===== config.mk =====
export PLATFORM = sky130hd
export DESIGN_NAME = pipc_edge_unit
export DESIGN_NICKNAME = d
export VERILOG_FILES = /design/src/design/point_in_polygon_classifier_defines.svh /design/src/design/pipc_pkg.sv /design/src/design/pipc_edge_unit.sv
export SDC_FILE = /design/constraint.sdc
export NUM_CORES = 2
export LEC_CHECK = 0
export BUFFER_PORTS_ARGS = -buffer_cell sky130_fd_sc_hd__clkbuf_2
export CAP_MARGIN = 10
export CELL_PAD_IN_SITES_DETAIL_PLACEMENT = 1
export CELL_PAD_IN_SITES_GLOBAL_PLACEMENT = 1
export CORE_MARGIN = 2
export CORE_UTILIZATION = 47
export DETAILED_ROUTE_END_ITERATION = 12
export PLACE_DENSITY_LB_ADDON = 0.1
export SYNTH_ARGS = -nofsm -noshare
export SYNTH_HDL_FRONTEND = slang
export SYNTH_SLANG_ARGS = --single-unit

===== constraint.sdc =====
create_clock -name clk -period 3.35 [get_ports clk]
set_input_delay 0.67 -clock clk [delete_from_list [all_inputs] [get_ports clk]]
set_output_delay 0.67 -clock clk [all_outputs]
set_load 0.02 [all_outputs]

===== src/design/point_in_polygon_classifier_defines.svh =====
// ----------------------------------------------------------------------------
// point_in_polygon_classifier_defines
// assertion macros shared by the classifier modules
// ----------------------------------------------------------------------------
`ifndef POINT_IN_POLYGON_CLASSIFIER_DEFINES_SVH
`define POINT_IN_POLYGON_CLASSIFIER_DEFINES_SVH

// same-cycle implication, sampled on clk, off during reset
`define PIPC_ASSERT_IMPL(name, ante, cons, msg) \
    name: assert property (@(posedge clk) disable iff (!rst_n) (ante) |-> (cons)) \
        else $error(msg);

// next-cycle implication, sampled on clk, off during reset
`define PIPC_ASSERT_NEXT(name, ante, cons, msg) \
    name: assert property (@(posedge clk) disable iff (!rst_n) (ante) |=> (cons)) \
        else $error(msg);

`endif


===== src/design/pipc_pkg.sv =====
`timescale 1ns / 1ps
// ----------------------------------------------------------------------------
// pipc_pkg
// types and constants of the point-in-polygon classifier
// ----------------------------------------------------------------------------
package pipc_pkg;

    localparam int VIDX_W = 6;
    localparam int VCNT_W = 7;

    typedef enum logic [0:0] {
        CMD_WRITE = 1'b0,
        CMD_QUERY = 1'b1
    } cmd_t;

    typedef enum logic [1:0] {
        LOC_OUTSIDE = 2'd0,
        LOC_INSIDE  = 2'd1,
        LOC_EDGE    = 2'd2,
        LOC_VERTEX  = 2'd3
    } loc_t;

    typedef enum logic [1:0] {
        ST_IDLE,
        ST_RUN,
        ST_DRAIN,
        ST_FINISH
    } state_t;

    // tag that travels with one edge through the edge unit
    typedef struct packed {
        logic valid;
        logic last;
    } edge_tag_t;

    // per-edge result of the edge unit
    typedef struct packed {
        logic valid;
        logic last;
        logic vtx_hit;
        logic edge_hit;
        logic wind_up;
        logic wind_down;
    } edge_flags_t;

endpackage


===== src/design/pipc_edge_unit.sv =====
`timescale 1ns / 1ps
// ----------------------------------------------------------------------------
// pipc_edge_unit
// shared two-stage cross/dot product unit, classifies one edge per cycle
// ----------------------------------------------------------------------------
module pipc_edge_unit #(
    parameter int CW = 16
) (
    input  logic                    clk,
    input  logic                    rst_n,
    input  logic signed [CW-1:0]    qx,
    input  logic signed [CW-1:0]    qy,
    input  logic signed [CW-1:0]    ax,
    input  logic signed [CW-1:0]    ay,
    input  logic signed [CW-1:0]    bx,
    input  logic signed [CW-1:0]    by,
    input  pipc_pkg::edge_tag_t     tag,
    output pipc_pkg::edge_flags_t   flags
);
    import pipc_pkg::*;

    localparam int DW = CW + 1;
    localparam int PW = 2 * DW;

    logic signed [DW-1:0] dqx_a;
    logic signed [DW-1:0] dqy_a;
    logic signed [DW-1:0] dqx_b;
    logic signed [DW-1:0] dqy_b;
    logic signed [DW-1:0] ebx;
    logic signed [DW-1:0] eby;

    logic signed [PW-1:0] pc0_reg;
    logic signed [PW-1:0] pc1_reg;
    logic signed [PW-1:0] pd0_reg;
    logic signed [PW-1:0] pd1_reg;
    logic                 eq_reg;
    logic                 a_below_reg;
    logic                 b_below_reg;
    edge_tag_t            tag_reg;

    logic signed [PW:0]   cross_v;
    logic signed [PW:0]   dot_v;
    edge_flags_t          flags_next;
    edge_flags_t          flags_reg;

    // stage 1: differences and the four products
    assign dqx_a = {qx[CW-1], qx} - {ax[CW-1], ax};
    assign dqy_a = {qy[CW-1], qy} - {ay[CW-1], ay};
    assign dqx_b = {qx[CW-1], qx} - {bx[CW-1], bx};
    assign dqy_b = {qy[CW-1], qy} - {by[CW-1], by};
    assign ebx   = {bx[CW-1], bx} - {ax[CW-1], ax};
    assign eby   = {by[CW-1], by} - {ay[CW-1], ay};

    always_ff @(posedge clk)
    begin
        pc0_reg     <= dqx_a * eby;
        pc1_reg     <= dqy_a * ebx;
        pd0_reg     <= dqx_a * dqx_b;
        pd1_reg     <= dqy_a * dqy_b;
        eq_reg      <= (ax == qx) && (ay == qy);
        a_below_reg <= ay < qy;
        b_below_reg <= by < qy;
    end

    // stage 2: cross sign, dot sign, winding direction
    assign cross_v = {pc0_reg[PW-1], pc0_reg} - {pc1_reg[PW-1], pc1_reg};
    assign dot_v   = {pd0_reg[PW-1], pd0_reg} + {pd1_reg[PW-1], pd1_reg};

    always_comb
    begin
        flags_next.valid     = tag_reg.valid;
        flags_next.last      = tag_reg.last;
        flags_next.vtx_hit   = eq_reg;
        flags_next.edge_hit  = (cross_v == '0) && (dot_v[PW] || (dot_v == '0));
        // point left of an upward edge: cross of (q-a, b-a) is negative
        flags_next.wind_up   = cross_v[PW] && a_below_reg && !b_below_reg;
        flags_next.wind_down = !cross_v[PW] && (cross_v != '0) && b_below_reg && !a_below_reg;
    end

    always_ff @(posedge clk or negedge rst_n)
    begin
        if (!rst_n)
        begin
            tag_reg   <= '0;
            flags_reg <= '0;
        end
        else
        begin
            tag_reg   <= tag;
            flags_reg <= flags_next;
        end
    end

    assign flags = flags_reg;

endmodule


==> metrics.md <==
| Metric | Value |
|---|---|
| Clock buffer depth | 2 |
| Share of cells above drive strength 1 | 31.4% |
| DRT Pass-1 Iters | 5 |
| Largest net degree at the start of global routing | 19 |
| First-pass GRT wire length | 342 mm |
| Max FO, Critical Path | 6 |
| Initial Utilization | a little under half |
| Worst setup EP type | register |
| NumNets Final | 9293 |
| Peak Freq | 0.109 GHz |
| Post-synth EDFFs | 0 |
| Core area | between 0.1 and 0.15 mm² |
| Worst path max stage delay | 0.71 ns |
| Post-DR vias/cell | 5.65 |
| Worst path top cell family by delay | adder cells |
| Ys async rst share | 5.44% |
| Average size of a mapped cell | 8.79 µm² |
| Drt wl/cell | 26.7 µm |
| CTS tree | yes |
| CTS root buffer | clkbuf_16 |
| Slew @ Worst Pin | between 0.7 and 0.8 ns |
| Area growth syn-to-layout | 36.3% |
| Die width | about 340 µm |
| Cell Rows | about 120 |
| IO Port Bufs | about 110 |
| Synth Flop Type | dfxtp_1 |
| Number of global-route vias before repair | 58200 |
| Die height | 340 µm |
| Via Count | around 50000 |
| Final slew viol count | 0 |
| Status | finished with violations |
| Gr ovfl total | 0 |
| # setup viols final | 127 |
| Setup CP Type | in2reg |
| Initial antenna violation count | 24 |
| H-tree level count | 4 |
| Hold crit path type | in2async |
| Tmin final | between 9 and 10 ns |
| DRT iter0 DRCs | 3822 |
| Synth Instances | 6035 |
| Syn Nets | roughly 7800 |
| Failing checks | negative setup slack |
| Worst path slowest cell | fa_2 |
| Seq cells post-synth | 147 |
| Fin. Hold Viols | 0 |
| Slew margin rel. | 50.7% |
| Synth warnings | 0 |
| CTS buffer count | 17 |
| Final Skew | a little under 0.02 ns |
| Worst-path clk slew | 0.08 ns |
| Synth unique cells | 73 |
| R2R Path Start | pd0_reg[0] |
| Req. time, crit path | 3.79 ns |
| Worst setup SP type | input port |
| Register-to-register setup slack | -1.48 ns |
| Buf+Inv Stages, Crit Path | 12 |
| RSZ-0062 raised after global routing | true |
| Hold buffers post-CTS | 0 |
| Ports | 106 |
| Number of fill cells in the layout | 12700 |
| Register area share after synthesis | 5.63% |
| Final setup margin | -5.79 ns |
| FF-to-FF End | flags[2] |
| Antenna viol nets, final | 0 |
| Worst hold slack | between 0.03 and 0.04 ns |
| Number of max-cap violations | 0 |
| Clock latency on the worst-skew pair | 0.56 ns |
| Dpl cell area | 0.0669 mm² |
| Worst reg-to-reg path cell count | 17 |
| Residual DRC count | 0 |
| Placer Congestion | 0.964 |
| Crit path DAT | roughly 9.6 ns |
| # clock sinks | roughly 150 |
| Post-synthesis cell area | 0.0530 mm² |
| Die area | 0.116 mm² |
| Drt total wl | 241 mm |
| Final Cycle Share | 273% |
| DP HPWL | 178 mm |
| Total track usage | 39.6% |
| Most used cell, CP | buf_6 |
| Core Util, Final | 64.4% |
| Final Instance Area | just over 0.07 mm² |
==> cells in the mapped netlist, types with 10 or more instances <==
master	count	area share (%)
nand3_1	39	0.37
nand4_1	29	0.34
a21oi_1	158	1.5
or2_2	39	0.46
nor3_1	36	0.34
inv_1	1412	10
fa_1	1191	45
o21bai_1	23	0.33
o31ai_1	12	0.17
a211oi_1	19	0.27
xnor2_1	190	3.1
a21o_1	82	1.2
and3_1	19	0.22
o21a_1	32	0.45
nor2b_1	68	0.80
xor2_1	86	1.4
ha_1	505	12
and2_1	56	0.66
a31oi_1	27	0.32
clkbuf_1	165	1.2
o2111ai_1	10	0.17
nor2_1	625	4.4
or3_1	23	0.27
mux2i_1	17	0.32
nand2b_1	69	0.81
nand2_1	672	4.8
o21ai_0	127	1.2
dfxtp_1	139	5.2
a21boi_0	17	0.24
==> placed cells by master (no fill, tap or decap), types with 96 or more instances in the layout <==
cell and n:
clkbuf_2 96, nor2_1 581, buf_6 130, buf_4 1327, nand2_1 618, dfxtp_1 138
xnor2_1 125, ha_1 429, fa_1 1132, inv_1 1320
==> kinds of logic after synthesis <==
family	Yosys count	synth area share [%]
and+or+nand+nor	1720	14.1
muxes	19	0.363
buffers and inverters	1585	11.2
xor gates and xnor gates	276	4.56
DFF	147	5.63
AOI/OAI and AO/OA	592	7.20
adders and majority gates	1696	56.9
==> timing repair <==
item	in CTS	in global routing
buffers inserted	145	102
gates cloned	3	0
resized for setup	365	370
pin swaps	246	324
setup endpoints to repair	127	127
==> worst max-delay path by stage <==
stage | startpoint | end | slack, ns | cells past startpoint
floorplan | bx[0] | pc1_reg[31] | -5.37 | 40
global placement | bx[0] | pc1_reg[31] | -5.92 | 41
detailed placement | bx[0] | pc1_reg[32] | -6.07 | 40
CTS | bx[0] | pc1_reg[31] | -5.25 | 41
global route | ay[0] | pd1_reg[31] | -5.83 | 43
finish | ay[0] | pd1_reg[31] | -5.79 | 43
==> metal layers <==
metal  part of all wire, %  wire, µm  track usage (%)  vias to the layer above
li1                      -         -                -                    21100
met3                   9.2     22200             8.59                     1157
met5                 0.061       148                0                        -
met2                    48    115000             66.6                     2634
met4                   8.5     20400             25.0                       12
met1                    35     83500             46.0                    26000
==> cell type report <==
type / count / area, µm² / share of cell area [%]
sequential: 147 / 2980 / 4.13
antenna: 5 / 12.5 / 0.0173
tap: 1500 / 1880 / 2.60
clock inverter: 10 / 120 / 0.166
inverter: 1414 / 5370 / 7.44
multi-input combinational: 4303 / 48300 / 66.8
clock buffer: 21 / 492 / 0.681
timing repair buffer: 1614 / 13100 / 18.1
==> through the flow <==
| step | setup TNS, ns | worst slack (ns) | cells |
|---|---|---|---|
| finish | -495.24 | -5.79 | 9014 |
| global route | -516.23 | -5.83 | 9012 |
| CTS | -466.06 | -5.25 | 8942 |
| detailed placement | -561.86 | -6.07 | 8781 |
| global placement | -539.41 | -5.92 | 8781 |
| floorplan | -446.17 | -5.37 | 6035 |
==> worst reg2reg max path: cells and delay by family (launching register included) <==
kind	cells	cell delay [ns]
XOR/XNOR	1	0.24
adder cells (fa/ha/maj)	2	0.64
buffers and inverters	3	0.47
flip-flops	1	0.34
AO/OA/AOI/OAI	3	0.65
AND/OR/NAND/NOR	8	2.43
Power is not shown: default switching activity piles up to over one toggle a cycle in this logic, so the estimate is an artifact.
